==> src/hdl/multi_reader_block_ring_control_assert.svh <==
// Assertion macros for the ring control block.
// Define NO_ASSERTIONS to compile them away.
`ifndef MULTI_READER_BLOCK_RING_CONTROL_ASSERT_SVH
`define MULTI_READER_BLOCK_RING_CONTROL_ASSERT_SVH
`ifndef NO_ASSERTIONS
`define RC_ASSERT_IMP(label, clk, rst_n, ante, cons) \
	label: assert property (@(posedge clk) disable iff (!rst_n) (ante) |-> (cons)) \
		else $error("assertion failed");
`define RC_ASSERT_NEXT(label, clk, rst_n, ante, cons) \
	label: assert property (@(posedge clk) disable iff (!rst_n) (ante) |=> (cons)) \
		else $error("assertion failed");
`else
`define RC_ASSERT_IMP(label, clk, rst_n, ante, cons)
`define RC_ASSERT_NEXT(label, clk, rst_n, ante, cons)
`endif
`endif

==> src/hdl/mrbrc_pkg.sv <==
// Package for the ring control block: action and status codes, controller types.
// No dependencies.
package mrbrc_pkg;
	localparam int unsigned FRAME_W = 31;
	localparam int unsigned PER_W = 16;
	localparam int unsigned ID_W = 3;
	localparam int unsigned CNT_W = 7;
	localparam int unsigned MAX_SLOTS = 64;
	localparam int unsigned MAX_READERS = 8;

	typedef enum logic [2:0] {
		ACT_WRITE = 3'd0,
		ACT_CLAIM = 3'd1,
		ACT_ADVANCE = 3'd2,
		ACT_ADD = 3'd3,
		ACT_DELETE = 3'd4,
		ACT_CLEAR = 3'd5,
		ACT_NOP6 = 3'd6,
		ACT_NOP7 = 3'd7
	} action_t;

	typedef enum logic [2:0] {
		ST_OK = 3'd0,
		ST_EMPTY = 3'd1,
		ST_FULL = 3'd2,
		ST_CLAIMED = 3'd3,
		ST_NOT_DUE = 3'd4,
		ST_WAITING = 3'd5,
		ST_NO_ROOM = 3'd6,
		ST_INACTIVE = 3'd7
	} status_t;

	typedef enum logic [4:0] {
		S_IDLE = 5'b00001,
		S_READ = 5'b00010,
		S_EXEC = 5'b00100,
		S_MOD = 5'b01000,
		S_OUT = 5'b10000
	} state_t;

	// controller to datapath
	typedef struct packed {
		logic load;
		logic exec;
		logic mod_start;
		logic mod_step;
		logic finish;
		logic emit;
	} cmd_t;

	// datapath to controller
	typedef struct packed {
		logic need_mod;
		logic mod_done;
	} stat_t;
endpackage

==> src/hdl/mrbrc_if.sv <==
// Valid/ready channel interfaces for the ring control block.
// Uses mrbrc_pkg for field widths.
interface mrbrc_in_if;
	logic valid;
	logic ready;
	logic [2:0] action;
	logic [2:0] reader_id;
	logic [mrbrc_pkg::FRAME_W-1:0] frame_index;
	logic gate_by_frame;
	modport source (output valid, action, reader_id, frame_index, gate_by_frame, input ready);
	modport sink (input valid, action, reader_id, frame_index, gate_by_frame, output ready);
endinterface

interface mrbrc_out_if;
	logic valid;
	logic ready;
	logic [2:0] status;
	logic [5:0] slot;
	logic [2:0] new_reader;
	logic sync_pulse;
	logic [mrbrc_pkg::FRAME_W-1:0] sync_frame;
	logic enough_buffered;
	modport source (output valid, status, slot, new_reader, sync_pulse, sync_frame,
		enough_buffered, input ready);
	modport sink (input valid, status, slot, new_reader, sync_pulse, sync_frame,
		enough_buffered, output ready);
endinterface

==> src/hdl/multi_reader_block_ring_control.sv <==
// Top level of the ring control block: controller, datapath, output register.
// Uses mrbrc_pkg, the channel interfaces and the assertion header.
//
// Input channel carries one action (write, claim, advance, add/delete reader,
// clear); the output channel returns exactly one result per action.
// An item goes through accept, head read, execute and output load before the
// next accept. A pop with sync enabled adds a 31-step bit-serial modulo and
// the sync compare before the output load.
// The result turns valid with the load of the output register.
// One item is in work at a time; a stalled receiver keeps one result in the
// output register while the next item runs and then waits in its output
// state, holding the input off until the waiting result is taken.
// Reset: ring empty, only reader 0 active, registers at 64/1/0/30.
// Configuration is a plain write port; index 0 slot_count, 1
// keyframe_period, 2 sync_enable, 3 ready_level.
`include "multi_reader_block_ring_control_assert.svh"
module multi_reader_block_ring_control (
	input logic clk,
	input logic arst_n,
	input logic cfg_we,
	input logic [1:0] cfg_index,
	input logic [15:0] cfg_data,
	mrbrc_in_if.sink in_ch,
	mrbrc_out_if.source out_ch
);
	mrbrc_pkg::cmd_t cmd;
	mrbrc_pkg::stat_t stat;
	logic [2:0] st;
	logic [5:0] sl;
	logic [2:0] nr;
	logic sp, eb;
	logic [mrbrc_pkg::FRAME_W-1:0] sf;
	logic [2:0] status_q, new_reader_q;
	logic [5:0] slot_q;
	logic sync_pulse_q, enough_q;
	logic [mrbrc_pkg::FRAME_W-1:0] sync_frame_q;

	mrbrc_ctrl u_ctrl (
		.clk(clk), .arst_n(arst_n),
		.in_valid(in_ch.valid), .in_ready(in_ch.ready),
		.out_valid(out_ch.valid), .out_ready(out_ch.ready),
		.stat(stat), .cmd(cmd)
	);

	mrbrc_dp u_dp (
		.clk(clk), .arst_n(arst_n),
		.cfg_we(cfg_we), .cfg_index(cfg_index), .cfg_data(cfg_data),
		.action(in_ch.action), .reader_id(in_ch.reader_id),
		.frame_index(in_ch.frame_index), .gate_by_frame(in_ch.gate_by_frame),
		.cmd(cmd), .stat(stat),
		.status(st), .slot(sl), .new_reader(nr), .sync_pulse(sp),
		.sync_frame(sf), .enough_buffered(eb)
	);

	always_ff @(posedge clk) begin
		if (cmd.emit) begin
			status_q <= st;
			slot_q <= sl;
			new_reader_q <= nr;
			sync_pulse_q <= sp;
			sync_frame_q <= sf;
			enough_q <= eb;
		end
	end

	assign out_ch.status = status_q;
	assign out_ch.slot = slot_q;
	assign out_ch.new_reader = new_reader_q;
	assign out_ch.sync_pulse = sync_pulse_q;
	assign out_ch.sync_frame = sync_frame_q;
	assign out_ch.enough_buffered = enough_q;

	`RC_ASSERT_NEXT(a_no_accept_busy, clk, arst_n, in_ch.valid && in_ch.ready, !in_ch.ready)
	`RC_ASSERT_IMP(a_start_in_exec, clk, arst_n, cmd.mod_start, cmd.exec)
	`RC_ASSERT_IMP(a_finish_not_load, clk, arst_n, cmd.finish, !cmd.load)
	`RC_ASSERT_NEXT(a_out_hold, clk, arst_n, out_ch.valid && !out_ch.ready, out_ch.valid)
endmodule

==> src/hdl/mrbrc_ctrl.sv <==
// Controller state machine of the ring control block.
// Uses mrbrc_pkg command and status types.
module mrbrc_ctrl (
	input logic clk,
	input logic arst_n,
	input logic in_valid,
	output logic in_ready,
	output logic out_valid,
	input logic out_ready,
	input mrbrc_pkg::stat_t stat,
	output mrbrc_pkg::cmd_t cmd
);
	mrbrc_pkg::state_t state_q;
	logic out_valid_q;

	assign in_ready = (state_q == mrbrc_pkg::S_IDLE);
	assign out_valid = out_valid_q;

	always_comb begin
		cmd = '0;
		cmd.load = in_valid && in_ready;
		cmd.exec = (state_q == mrbrc_pkg::S_EXEC);
		cmd.mod_start = (state_q == mrbrc_pkg::S_EXEC) && stat.need_mod;
		cmd.mod_step = (state_q == mrbrc_pkg::S_MOD) && !stat.mod_done;
		cmd.finish = (state_q == mrbrc_pkg::S_MOD) && stat.mod_done;
		// load the output register only once the previous result has gone
		cmd.emit = (state_q == mrbrc_pkg::S_OUT) && (!out_valid_q || out_ready);
	end

	always_ff @(posedge clk or negedge arst_n) begin
		if (!arst_n) begin
			state_q <= mrbrc_pkg::S_IDLE;
			out_valid_q <= 1'b0;
		end else begin
			if (out_valid_q && out_ready)
				out_valid_q <= 1'b0;
			unique case (state_q)
				mrbrc_pkg::S_IDLE: begin
					if (in_valid) state_q <= mrbrc_pkg::S_READ;
				end
				mrbrc_pkg::S_READ: state_q <= mrbrc_pkg::S_EXEC;
				mrbrc_pkg::S_EXEC: begin
					if (stat.need_mod) state_q <= mrbrc_pkg::S_MOD;
					else state_q <= mrbrc_pkg::S_OUT;
				end
				mrbrc_pkg::S_MOD: begin
					if (stat.mod_done) state_q <= mrbrc_pkg::S_OUT;
				end
				mrbrc_pkg::S_OUT: begin
					if (cmd.emit) begin
						out_valid_q <= 1'b1;
						state_q <= mrbrc_pkg::S_IDLE;
					end
				end
				default: state_q <= mrbrc_pkg::S_IDLE;
			endcase
		end
	end
endmodule

==> src/hdl/mrbrc_dp.sv <==
// Datapath of the ring control block: pointers, readers, slot memory, serial modulo.
// Uses mrbrc_pkg codes and the controller command struct.
module mrbrc_dp (
	input logic clk,
	input logic arst_n,
	input logic cfg_we,
	input logic [1:0] cfg_index,
	input logic [15:0] cfg_data,
	input logic [2:0] action,
	input logic [2:0] reader_id,
	input logic [mrbrc_pkg::FRAME_W-1:0] frame_index,
	input logic gate_by_frame,
	input mrbrc_pkg::cmd_t cmd,
	output mrbrc_pkg::stat_t stat,
	output logic [2:0] status,
	output logic [5:0] slot,
	output logic [2:0] new_reader,
	output logic sync_pulse,
	output logic [mrbrc_pkg::FRAME_W-1:0] sync_frame,
	output logic enough_buffered
);
	localparam int unsigned MAX_SLOTS = mrbrc_pkg::MAX_SLOTS;
	localparam int unsigned MAX_READERS = mrbrc_pkg::MAX_READERS;
	localparam int unsigned PW = $clog2(MAX_SLOTS);
	localparam int unsigned SW = PW + 1;
	localparam int unsigned RN = (MAX_READERS < 8) ? MAX_READERS : 8;
	localparam int unsigned FW = mrbrc_pkg::FRAME_W;

	logic [6:0] slot_count_q, ready_level_q;
	logic [15:0] period_q;
	logic sync_en_q;
	logic [PW-1:0] rp_q, wp_q;
	logic full_q, empty_q;
	logic [MAX_READERS-1:0] active_q, claimed_q;
	logic [15:0] last_phase_q;
	logic [FW-1:0] mem [MAX_SLOTS];
	logic [FW-1:0] head_q;
	logic [2:0] act_q, rid_q;
	logic [FW-1:0] frame_q;
	logic gate_q;
	logic [2:0] status_q, newr_q;
	logic [5:0] slot_q;
	logic pulse_q;
	logic [FW-1:0] sframe_q;
	logic enough_q;
	logic [16:0] rem_q;
	logic [FW-1:0] quo_q;
	logic [4:0] bits_q;

	logic [SW-1:0] ring_n;
	always_comb begin
		if (slot_count_q < 7'd3) ring_n = SW'(3);
		else if (slot_count_q > 7'(MAX_SLOTS)) ring_n = SW'(MAX_SLOTS);
		else ring_n = SW'(slot_count_q);
	end

	function automatic logic [PW-1:0] nxt(input logic [PW-1:0] p, input logic [SW-1:0] n);
		logic [SW-1:0] p1;
		p1 = {1'b0, p} + SW'(1);
		return (p1 >= n) ? '0 : p1[PW-1:0];
	endfunction

	function automatic logic [SW-1:0] fill(input logic e, input logic [PW-1:0] r,
		input logic [PW-1:0] w, input logic [SW-1:0] n);
		logic [SW-1:0] d;
		d = {1'b0, r} - {1'b0, w};
		if (e) return '0;
		if (w > r) return {1'b0, w} - {1'b0, r};
		if (d <= n) return n - d;
		return '0;
	endfunction

	logic valid_id, rid_active, rid_claimed;
	logic all_claimed, has_free;
	logic [2:0] free_id;
	always_comb begin
		valid_id = {2'b0, rid_q} < 5'(RN);
		rid_active = valid_id && active_q[rid_q];
		rid_claimed = claimed_q[rid_q];
		all_claimed = ((active_q & ~claimed_q) == '0);
		has_free = 1'b0;
		free_id = '0;
		for (int i = RN - 1; i >= 0; i--) begin
			if (!active_q[i]) begin
				has_free = 1'b1;
				free_id = 3'(i);
			end
		end
	end

	logic [PW-1:0] wp_n, rp_n;
	assign wp_n = nxt(wp_q, ring_n);
	assign rp_n = nxt(rp_q, ring_n);

	// post-step state, for the buffered level
	logic [PW-1:0] rp_a, wp_a;
	logic empty_a;
	always_comb begin
		rp_a = rp_q;
		wp_a = wp_q;
		empty_a = empty_q;
		case (act_q)
			mrbrc_pkg::ACT_WRITE: if (!full_q) begin
				wp_a = wp_n;
				empty_a = 1'b0;
			end
			mrbrc_pkg::ACT_ADVANCE: if (!empty_q && all_claimed) begin
				rp_a = rp_n;
				empty_a = (rp_n == wp_q);
			end
			mrbrc_pkg::ACT_CLEAR: begin
				rp_a = '0;
				wp_a = '0;
				empty_a = 1'b1;
			end
			default: ;
		endcase
	end

	// only a pop with sync enabled runs the modulo
	assign stat.need_mod = sync_en_q && (act_q == mrbrc_pkg::ACT_ADVANCE) && !empty_q
		&& all_claimed;
	assign stat.mod_done = (bits_q == 5'd0);

	always_ff @(posedge clk) begin
		if (cmd.load) begin
			act_q <= action;
			rid_q <= reader_id;
			frame_q <= frame_index;
			gate_q <= gate_by_frame;
		end
		head_q <= mem[rp_q];
		if (cmd.exec && act_q == mrbrc_pkg::ACT_WRITE && !full_q)
			mem[wp_q] <= frame_q;
	end

	logic [16:0] rem_sh;
	logic [16:0] per17;
	assign per17 = {1'b0, (period_q == 16'd0) ? 16'd1 : period_q};
	assign rem_sh = {rem_q[15:0], quo_q[FW-1]};

	always_ff @(posedge clk or negedge arst_n) begin
		if (!arst_n) begin
			slot_count_q <= 7'd64;
			period_q <= 16'd1;
			sync_en_q <= 1'b0;
			ready_level_q <= 7'd30;
			rp_q <= '0;
			wp_q <= '0;
			full_q <= 1'b0;
			empty_q <= 1'b1;
			active_q <= MAX_READERS'(1);
			claimed_q <= '0;
			last_phase_q <= '0;
			bits_q <= '0;
			status_q <= '0;
			slot_q <= '0;
			newr_q <= '0;
			pulse_q <= 1'b0;
			sframe_q <= '0;
			enough_q <= 1'b0;
			rem_q <= '0;
			quo_q <= '0;
		end else begin
			if (cfg_we) begin
				case (cfg_index)
					2'd0: slot_count_q <= cfg_data[6:0];
					2'd1: period_q <= cfg_data;
					2'd2: sync_en_q <= cfg_data[0];
					default: ready_level_q <= cfg_data[6:0];
				endcase
			end
			if (cmd.exec) begin
				status_q <= mrbrc_pkg::ST_OK;
				slot_q <= '0;
				newr_q <= '0;
				pulse_q <= 1'b0;
				sframe_q <= '0;
				enough_q <= fill(empty_a, rp_a, wp_a, ring_n) >= SW'(ready_level_q);
				case (act_q)
					mrbrc_pkg::ACT_WRITE: begin
						if (full_q) status_q <= mrbrc_pkg::ST_FULL;
						else begin
							slot_q <= 6'(wp_q);
							wp_q <= wp_n;
							if (nxt(wp_n, ring_n) == rp_q) full_q <= 1'b1;
							empty_q <= 1'b0;
						end
					end
					mrbrc_pkg::ACT_CLAIM: begin
						if (!rid_active) status_q <= mrbrc_pkg::ST_INACTIVE;
						else if (empty_q) status_q <= mrbrc_pkg::ST_EMPTY;
						else if (rid_claimed) status_q <= mrbrc_pkg::ST_CLAIMED;
						else if (gate_q && frame_q < head_q) status_q <= mrbrc_pkg::ST_NOT_DUE;
						else begin
							claimed_q[rid_q] <= 1'b1;
							slot_q <= 6'(rp_q);
						end
					end
					mrbrc_pkg::ACT_ADVANCE: begin
						if (empty_q) status_q <= mrbrc_pkg::ST_EMPTY;
						else if (!all_claimed) status_q <= mrbrc_pkg::ST_WAITING;
						else begin
							sframe_q <= head_q;
							rp_q <= rp_n;
							full_q <= 1'b0;
							if (rp_n == wp_q) empty_q <= 1'b1;
							claimed_q <= '0;
							slot_q <= 6'(rp_n);
							if (cmd.mod_start) begin
								quo_q <= head_q;
								rem_q <= '0;
								bits_q <= 5'(FW);
							end
						end
					end
					mrbrc_pkg::ACT_ADD: begin
						if (has_free) begin
							active_q[free_id] <= 1'b1;
							claimed_q[free_id] <= 1'b0;
							newr_q <= free_id;
						end else status_q <= mrbrc_pkg::ST_NO_ROOM;
					end
					mrbrc_pkg::ACT_DELETE: begin
						if (!rid_active) status_q <= mrbrc_pkg::ST_INACTIVE;
						else begin
							active_q[rid_q] <= 1'b0;
							claimed_q[rid_q] <= 1'b0;
						end
					end
					mrbrc_pkg::ACT_CLEAR: begin
						rp_q <= '0;
						wp_q <= '0;
						full_q <= 1'b0;
						empty_q <= 1'b1;
						active_q <= MAX_READERS'(1);
						claimed_q <= '0;
					end
					default: ;
				endcase
			end else if (cmd.mod_step) begin
				// restoring division, one quotient bit a cycle
				rem_q <= (rem_sh >= per17) ? rem_sh - per17 : rem_sh;
				quo_q <= {quo_q[FW-2:0], 1'b0};
				bits_q <= bits_q - 5'd1;
			end else if (cmd.finish) begin
				pulse_q <= rem_q[15:0] < last_phase_q;
				last_phase_q <= rem_q[15:0];
			end
		end
	end

	assign status = status_q;
	assign slot = slot_q;
	assign new_reader = newr_q;
	assign sync_pulse = pulse_q;
	assign sync_frame = sframe_q;
	assign enough_buffered = enough_q;
endmodule

==> src/flat_wrapper.sv <==
// flat-port wrapper written by rule: the top's interface ports become plain ports
module multi_reader_block_ring_control_flat 
  (clk, arst_n, cfg_we, cfg_index, cfg_data, in_ch_valid, in_ch_action, in_ch_reader_id, in_ch_frame_index, in_ch_gate_by_frame, in_ch_ready, out_ch_valid, out_ch_status, out_ch_slot, out_ch_new_reader, out_ch_sync_pulse, out_ch_sync_frame, out_ch_enough_buffered, out_ch_ready);
  mrbrc_in_if in_ch_i ();
  mrbrc_out_if out_ch_i ();
  input logic clk;
  input logic arst_n;
  input logic cfg_we;
  input logic [1:0] cfg_index;
  input logic [15:0] cfg_data;
  input wire logic [$bits(in_ch_i.valid)-1:0] in_ch_valid;
  input wire logic [$bits(in_ch_i.action)-1:0] in_ch_action;
  input wire logic [$bits(in_ch_i.reader_id)-1:0] in_ch_reader_id;
  input wire logic [$bits(in_ch_i.frame_index)-1:0] in_ch_frame_index;
  input wire logic [$bits(in_ch_i.gate_by_frame)-1:0] in_ch_gate_by_frame;
  output wire logic [$bits(in_ch_i.ready)-1:0] in_ch_ready;
  output wire logic [$bits(out_ch_i.valid)-1:0] out_ch_valid;
  output wire logic [$bits(out_ch_i.status)-1:0] out_ch_status;
  output wire logic [$bits(out_ch_i.slot)-1:0] out_ch_slot;
  output wire logic [$bits(out_ch_i.new_reader)-1:0] out_ch_new_reader;
  output wire logic [$bits(out_ch_i.sync_pulse)-1:0] out_ch_sync_pulse;
  output wire logic [$bits(out_ch_i.sync_frame)-1:0] out_ch_sync_frame;
  output wire logic [$bits(out_ch_i.enough_buffered)-1:0] out_ch_enough_buffered;
  input wire logic [$bits(out_ch_i.ready)-1:0] out_ch_ready;
  assign in_ch_i.valid = in_ch_valid;
  assign in_ch_i.action = in_ch_action;
  assign in_ch_i.reader_id = in_ch_reader_id;
  assign in_ch_i.frame_index = in_ch_frame_index;
  assign in_ch_i.gate_by_frame = in_ch_gate_by_frame;
  assign in_ch_ready = in_ch_i.ready;
  assign out_ch_valid = out_ch_i.valid;
  assign out_ch_status = out_ch_i.status;
  assign out_ch_slot = out_ch_i.slot;
  assign out_ch_new_reader = out_ch_i.new_reader;
  assign out_ch_sync_pulse = out_ch_i.sync_pulse;
  assign out_ch_sync_frame = out_ch_i.sync_frame;
  assign out_ch_enough_buffered = out_ch_i.enough_buffered;
  assign out_ch_i.ready = out_ch_ready;
  multi_reader_block_ring_control u_core (.clk(clk), .arst_n(arst_n), .cfg_we(cfg_we), .cfg_index(cfg_index), .cfg_data(cfg_data), .in_ch(in_ch_i), .out_ch(out_ch_i));
endmodule
==> config.mk <==
export PLATFORM = sky130hd
export DESIGN_NAME = multi_reader_block_ring_control_flat
export DESIGN_NICKNAME = d
export VERILOG_FILES = /design/src/hdl/mrbrc_pkg.sv /design/src/hdl/mrbrc_if.sv /design/src/hdl/multi_reader_block_ring_control.sv /design/src/hdl/mrbrc_ctrl.sv /design/src/hdl/mrbrc_dp.sv /design/src/flat_wrapper.sv
export VERILOG_INCLUDE_DIRS = /design/src /design/src/hdl
export SDC_FILE = /design/constraint.sdc
export NUM_CORES = 2
export LEC_CHECK = 0
export ABC_CLOCK_PERIOD_IN_PS = 15350
export BUFFER_PORTS_ARGS = -buffer_cell sky130_fd_sc_hd__clkbuf_2
export CAP_MARGIN = 15
export CORE_MARGIN = 2
export CORE_UTILIZATION = 30
export CTS_BUF_LIST = sky130_fd_sc_hd__clkbuf_8
export DETAILED_ROUTE_END_ITERATION = 12
export PLACE_DENSITY = 0.45
export SYNTH_ARGS = -nofsm -noshare
export SYNTH_HDL_FRONTEND = slang
export SYNTH_SLANG_ARGS = --single-unit
export TNS_END_PERCENT = 30
==> constraint.sdc <==
create_clock -name clk -period 15.35 [get_ports clk]
set_clock_uncertainty 0.15 [all_clocks]
set_input_delay 0.7675 -clock clk [delete_from_list [all_inputs] [get_ports clk]]
set_output_delay 0.7675 -clock clk [all_outputs]
set_load 0.01 [all_outputs]
Yosys cells after proc, flatten, opt, wreduce, memory -nomap -nowiden
Memories as Yosys holds them, arrays and structs flattened. A register that Yosys moved wholly into a read port is not among the register bits. Cells that the tools add are included.

Bits in registers: 263. RAM bits: 1984. Input port bits: 61. Word-level logic and storage cells: 275. Memories kept: 1.

Memory list: u_core.u_dp.mem (depth 64, bits a word 31, rd ports 1, clocked after memory_dff 1, wr ports 1, line mrbrc_dp.sv:36) `logic [FW-1:0] mem [MAX_SLOTS];`.

Add/subtract/negate cells: 8. Order comparisons: 15. Equal/unequal tests: 30. Mux-type cells: 132. Bitwise gates (word level): 12. Reduce and logical (&&, ||, !) cells: 45.

Operators with widths (count): $mux 31 (9); $mux 16 (8); $mux 6 (14); $mux 8 (10); $mux 7 (9); $mux 3 (18); $mux 5 (10); $pmux 8 s5 (1); $mux 1 (38); $pmux 6 s2 (3); $and 8x8->8 (4); $lt 31x31->1 (1); $ge 7x7->1 (4); $pmux 5 s5 (1); $ne 2x2->1 const B (12); $not 8->8 (3); $pmux 8 s3 (1); $add 6x1->7 const B (3); $pmux 6 s3 (1); $ge 17x16->1 (1); $logic_not 16->1 (1); $lt 16x16->1 (1); $or 8x8->8 (2); $sub 16x16->16 (1); 43 further kinds (86).

Depth between registers and ports, before layout
Word-level depth: 20. Gate-level depth with buffers: 38. Depth with buffers taken out: 37.

Cells and area by module
Synthesis repeated with hierarchy kept, for this count alone.

Cell total of the unflattened synthesis: 5367. Area, all modules: 92093.3 sq um.

Modules (own cells, without submodules): mrbrc_dp (instances 1, cells an instance 5283, area an instance 90371.7 sq um); multi_reader_block_ring_control (instances 1, cells an instance 45, area an instance 1351.3 sq um); mrbrc_ctrl (instances 1, cells an instance 39, area an instance 370.4 sq um).

Worst setup path before layout
Ideal clock, no wire load.

Path type: register to register. Start: register u_core.u_dp.rp_q[2]. End: register u_core.u_dp.enough_q (netlist: u_core.u_dp.enough_buffered). Arrival: 6.170 ns. Slack: 8.904 ns. Stages on the path, launching flop included: 37. Period minus slack after synthesis: 6.446 ns. Cells stage by stage: dfrtp_1 buf_2 and2_1 clkbuf_1 nand2_1 xor2_1 inv_1 ha_1 a21oi_1 o21ai_0 a21o_1 a211o_4 nor2_2 a21o_1 inv_1 ha_1 fa_1 xor2_1 ha_1 o21ai_0 a21boi_0 o21ai_0 a21boi_0 o31ai_1 a21oi_1 nor2b_1 o21ai_0 ha_1 nand2b_1 a21oi_1 nor2b_1 o21ai_0 nand2b_1 a21oi_1 nor2b_1 o21ai_0 a21oi_1.

Cells in the longest elaborated chain, start to end: 16. Elaborated cells between the ends (all ways): 29. Those cells by class: 4 x add/sub; 4 x order compare; 1 x eq/ne; 20 x mux.

RTL lines: start, declared (line mrbrc_dp.sv:32) `logic [PW-1:0] rp_q, wp_q;`; start signal, assigned (line mrbrc_dp.sv:205) `rp_q <= rp_n;`; $add 6x1->7 (line mrbrc_dp.sv:59) `p1 = {1'b0, p} + SW'(1);`; $ge 7x7->1 (line mrbrc_dp.sv:60) `return (p1 >= n) ? '0 : p1[PW-1:0];`; $mux 6 (line mrbrc_dp.sv:60); $mux 6 (line mrbrc_dp.sv:107) `mrbrc_pkg::ACT_ADVANCE: if (!empty_q && all_claimed) begin`; $pmux 6 s2 (line mrbrc_dp.sv:102) `case (act_q)`; $sub 6x6->7 (line mrbrc_dp.sv:66) `d = {1'b0, r} - {1'b0, w};`; $le 7x7->1 (line mrbrc_dp.sv:69) `if (d <= n) return n - d;`; $mux 1 (2 in series) (line mrbrc_dp.sv:69); $mux 1 (line mrbrc_dp.sv:68) `if (w > r) return {1'b0, w} - {1'b0, r};`; $mux 1 (line mrbrc_dp.sv:173) `if (cmd.exec) begin`; $mux 7 (line mrbrc_dp.sv:70) `return '0;`; $mux 7 (line mrbrc_dp.sv:69); $mux 7 * (line mrbrc_dp.sv:68); $mux 7 * (line mrbrc_dp.sv:173); $ge 7x7->1 * (line mrbrc_dp.sv:179) `enough_q <= fill(empty_a, rp_a, wp_a, ring_n) >= SW'(ready_level_q);`; end signal, assigned (line mrbrc_dp.sv:179); end, declared (line mrbrc_dp.sv:45) `logic enough_q;`.

Mark *: on every way between the ends. The rest lies on a longest branch, timed or not. The select of a mux whose other input is x is not followed. A chain may end at the register's enable or synchronous reset.

Worst setup path in the final report
Start: register u_core.u_dp.rp_q[1]. End: register u_core.u_dp.enough_q (netlist: u_core.u_dp.enough_buffered).

The elaborated chain is that of the path after synthesis.

==> qor.csv <==
stage;metric;value;unit
critical_path;required arrival time at the worst endpoint;16.01;ns
synth;Mapped Area;92000;sq um
critical_path;Critical Path End Type;flop;
cts;hold_buf cts;57;
synth;fraction of the yosys area taken by sequential cells;0.730;
cts;# Post-CTS Setup Buffers;0;
global_route;met3 usage in global routing;0.0303;
cts;clock-pin slew on the worst setup and hold paths;0.06;ns
synth;number of nets produced by synthesis;5530;
final_layout;multi-input combinational cell area;23600;sq um
final_layout;# nets final;5944;
power;leakage power;34.0;nW
global_route;GRT Max-Usage Layer;met2;
critical_path;total number of cells along the worst setup path;34;
critical_path;CP delay by family, top;compound AO/OA/AOI/OAI gates;
cts;root buffer selected by CTS;sky130_fd_sc_hd__clkbuf_8;
drt;Via density;5.08;
critical_path;worst path buffer plus inverter count;2;
synth;commonest register cell after synthesis;sky130_fd_sc_hd__edfxtp_1;
power;switch share;0.281;
floorplanning;area of the die;311000;sq um
synth;commonest cells in the synthesized netlist;2067 x sky130_fd_sc_hd__edfxtp_1, 383 x sky130_fd_sc_hd__mux2i_1, 334 x sky130_fd_sc_hd__a21oi_1;
placement;count of input and output buffers;107;
timing;worst hold slack;0.115;ns
drt;routed wire length per instance;28.8;um
synth;Post-Syn Instances;5355;
timing;final count of pins violating max slew;0;
final_layout;fraction of final layout cells sized beyond drive strength 1;0.213;
synth;asr flop ratio synth;0.0790;
placement;final RePlAce weighted congestion;0.830;
drt;post-route antenna net violation count;0;
drt;total via count after detailed routing;51700;
placement;dpl cell area;98200;sq um
global_route;number of antenna violations at the first check in global routing;30;
synth;distinct cell type count of the synthesized netlist;90;
floorplanning;Initial Utilization;0.301;
timing;RSZ-0062 raised after global routing;no;
cts;TritonCTS buffer count;390;
power;register share of total power;0.503;
timing;share of the clock period used by the worst path after layout;0.533;
floorplanning;count of pins on the block boundary;108;
power;switching pwr;4.12;mW
global_route;total grt overflow;0;
critical_path;Worst Setup Path Type;reg -> reg;
synth;cell type contributing the most total cell area after synthesis;sky130_fd_sc_hd__edfxtp_1;
final_layout;number of fill cells in the layout;29100;
drt;number of DRC markers in iteration 0;4941;
power;Design Power;14.6;mW
final_layout;area used by sequential logic in the layout;67200;sq um
synth;synth top area cells;sky130_fd_sc_hd__edfxtp_1 67%, sky130_fd_sc_hd__mux4_2 6.9%, sky130_fd_sc_hd__dfrtp_1 4.7%;
global_route;vias in the first global route;51900;
final_layout;P&R area growth vs syn;14.9;%
cts;number of clock sinks seen by CTS;2278;
drt;WL final;292;mm
cts;buffer depth of the longest clock path;4;
critical_path;CP Data Arrival Time;8.84;ns
cts;htree depth;5;
cts;TritonCTS clock tree;yes;
power;combinational power share;0.157;
floorplanning;die outline height;558;um
floorplanning;horizontal extent of the die;558;um
synth;proportion of netlist area held by the largest area contributor;0.675;
critical_path;CP max FO;34;
power;internal power;10.5;mW
global_route;all-layer global routing usage;0.185;
critical_path;Crit path top cell by count;sky130_fd_sc_hd__o21ai_0;
global_route;largest net degree at the start of global routing;113;
worst_hold_path;number of stages on the worst hold path;3;
critical_path;Crit path largest cell delay;0.80;ns
global_route;met2 capacity usage during global routing;0.295;
placement;post-placement setup slack;7.13;ns
worst_hold_path;path category of the worst min-delay check;in -> reg;
cts;clock network latency to the later pin of the worst-skew pair;1.01;ns
critical_path;slowest CP cell;sky130_fd_sc_hd__dfrtp_4;
timing;worst slew slack as a fraction of its limit;0.189;
power;Max VDD drop;0.0709;mV
timing;top achievable clock speed;122;MHz
cts;number of instances resized during post-cts repair;0;
outcome;run status;complete, no violations;
floorplanning;core region area;306000;sq um
timing;Worst Tran Pin Value;1.22;ns
critical_path;kind of start point of the critical path;flop;
critical_path;Worst Reg2Reg Path Length in Cells;34;
global_route;first-pass GRT wire length;406;mm
synth;most common cell in the netlist;sky130_fd_sc_hd__edfxtp_1;
flow_run;Max Cap Viol;0;
global_route;met1 usage in global routing;0.258;
synth;number of flops mapped to enable cells by yosys;2067;
synth;post-synthesis register bit count;2278;
final_layout;final design instance area without fill;106000;sq um
drt;final routed DRC violation total;0;
timing;worst setup margin;7.17;ns
synth;mean area per synthesized cell;17.2;sq um
timing;final critical delay including setup and external delays;8.18;ns
timing;final sum of negative setup slack;0;ns
power;share of power burned in the clock network;0.340;
floorplanning;FP Rows;203;
power;ratio of total power to cell area;139;nW/um^2
timing;Setup-failing EPs final;0;
synth;number of synthesis warnings;0;
drt;drt pass-1 iters;5;
placement;Final HPWL DP;163;mm
timing;Hold Fails Final Rpt;0;
[power groups by stage]
stage / clock network (mW) / logic, mW / registers, mW
after CTS: 5.13 / 2.33 / 7.37
after global routing: 5.38 / 2.50 / 7.38
after floorplan: 0 / 1.40 / 7.52
after global placement: 0 / 2.30 / 7.49
final: 4.98 / 2.29 / 7.37
after detailed placement: 0 / 2.31 / 7.50
[cells by family after synthesis]
logic type | after synthesis | share of synthesized area
AOI/OAI and AO/OA | 1034 | 0.0691
muxes | 839 | 0.132
adders and majority gates | 114 | 0.0158
DFF | 2278 | 0.730
buffers and inverters | 429 | 0.0187
xor gates and xnor gates | 40 | 0.00401
and+or+nand+nor | 621 | 0.0302
[placed cells by master (no fill, tap or decap), types with 18 or more instances in the layout]
master and instances:
sky130_fd_sc_hd__a21o_1 25, sky130_fd_sc_hd__a21oi_1 334, sky130_fd_sc_hd__a22oi_1 19, sky130_fd_sc_hd__buf_4 147, sky130_fd_sc_hd__clkbuf_2 106, sky130_fd_sc_hd__clkbuf_8 410, sky130_fd_sc_hd__clkinv_1 71, sky130_fd_sc_hd__clkinv_2 24
sky130_fd_sc_hd__dfrtp_1 165, sky130_fd_sc_hd__dfxtp_1 31, sky130_fd_sc_hd__dlygate4sd3_1 57, sky130_fd_sc_hd__edfxtp_1 2067, sky130_fd_sc_hd__ha_1 110, sky130_fd_sc_hd__inv_1 289, sky130_fd_sc_hd__mux2_2 175, sky130_fd_sc_hd__mux2i_1 383
sky130_fd_sc_hd__mux4_2 281, sky130_fd_sc_hd__nand2_1 278, sky130_fd_sc_hd__nand3_1 25, sky130_fd_sc_hd__nor2_1 105, sky130_fd_sc_hd__nor2_4 64, sky130_fd_sc_hd__nor2b_1 24, sky130_fd_sc_hd__nor3_1 24, sky130_fd_sc_hd__o21ai_0 269
sky130_fd_sc_hd__o221ai_1 125, sky130_fd_sc_hd__o22ai_1 137, sky130_fd_sc_hd__xnor2_1 18, sky130_fd_sc_hd__xor2_1 21
[stage by stage]
step	util	std cells
final	0.346	10200
after global routing	0.346	10200
after CTS	0.346	10200
after detailed placement	0.321	9420
after global placement	0.321	9420
after floorplan	-	5355
[area by class of cell]
cell class                      count  share of cell area
Antenna cell                        4           0.0000947
Clock buffer                      409              0.0533
Clock inverter                    275              0.0118
Inverter                          135             0.00480
Multi-Input combinational cell   2648               0.223
Sequential cell                  2278               0.636
Tap cell                         4100              0.0485
Timing Repair Buffer              316              0.0219
[flip-flops by register name, summed over array words and instances (netlist names), 31 cells and up]
name,flops
u_core.u_dp.sync_frame,31
u_core.u_dp.head_q,31
u_core.u_dp.mem,1984
u_core.out_ch.sync_frame,31
u_core.u_dp.quo_q,31
u_core.u_dp.frame_q,31
[worst reg2reg max path: cells and delay by family (launching register included)]
kind                       cells  cell delay, ns
adders and majority gates      5            1.55
AOI/OAI and AO/OA             17            3.35
DFF                            1            0.80
xor gates and xnor gates       2            0.58
and+or+nand+nor                8            1.48
buffers and inverters          2            0.17
[routing by layer]
| layer | vias up | wire (um) |
|---|---|---|
| li1 | 22200 | - |
| met1 | 27300 | 131000 |
| met2 | 1670 | 136000 |
| met3 | 441 | 17000 |
| met4 | 4 | 8010 |
| met5 | - | 24 |
[final timing paths]
kind                                                            to  slack, ns                                   from
max                        u_core.u_dp.enough_buffered$_DFFE_PN0P_       7.17        u_core.u_dp.rp_q[1]$_DFFE_PN0P_
max in group asynchronous          u_core.u_dp.rp_q[5]$_DFFE_PN0P_      13.05                                 arst_n
min                              u_core.u_dp.sync_en_q$_DFFE_PN0P_       0.12                           cfg_index[0]
min in group asynchronous      u_core.u_dp.period_q[5]$_DFFE_PN0P_       0.38                                 arst_n
min reg2reg                  u_core.out_ch.new_reader[2]$_DFFE_PP_       0.30  u_core.u_dp.new_reader[2]$_DFFE_PN0P_
max reg2reg                u_core.u_dp.enough_buffered$_DFFE_PN0P_       7.17        u_core.u_dp.rp_q[1]$_DFFE_PN0P_
(Power assumes the default switching activity.)
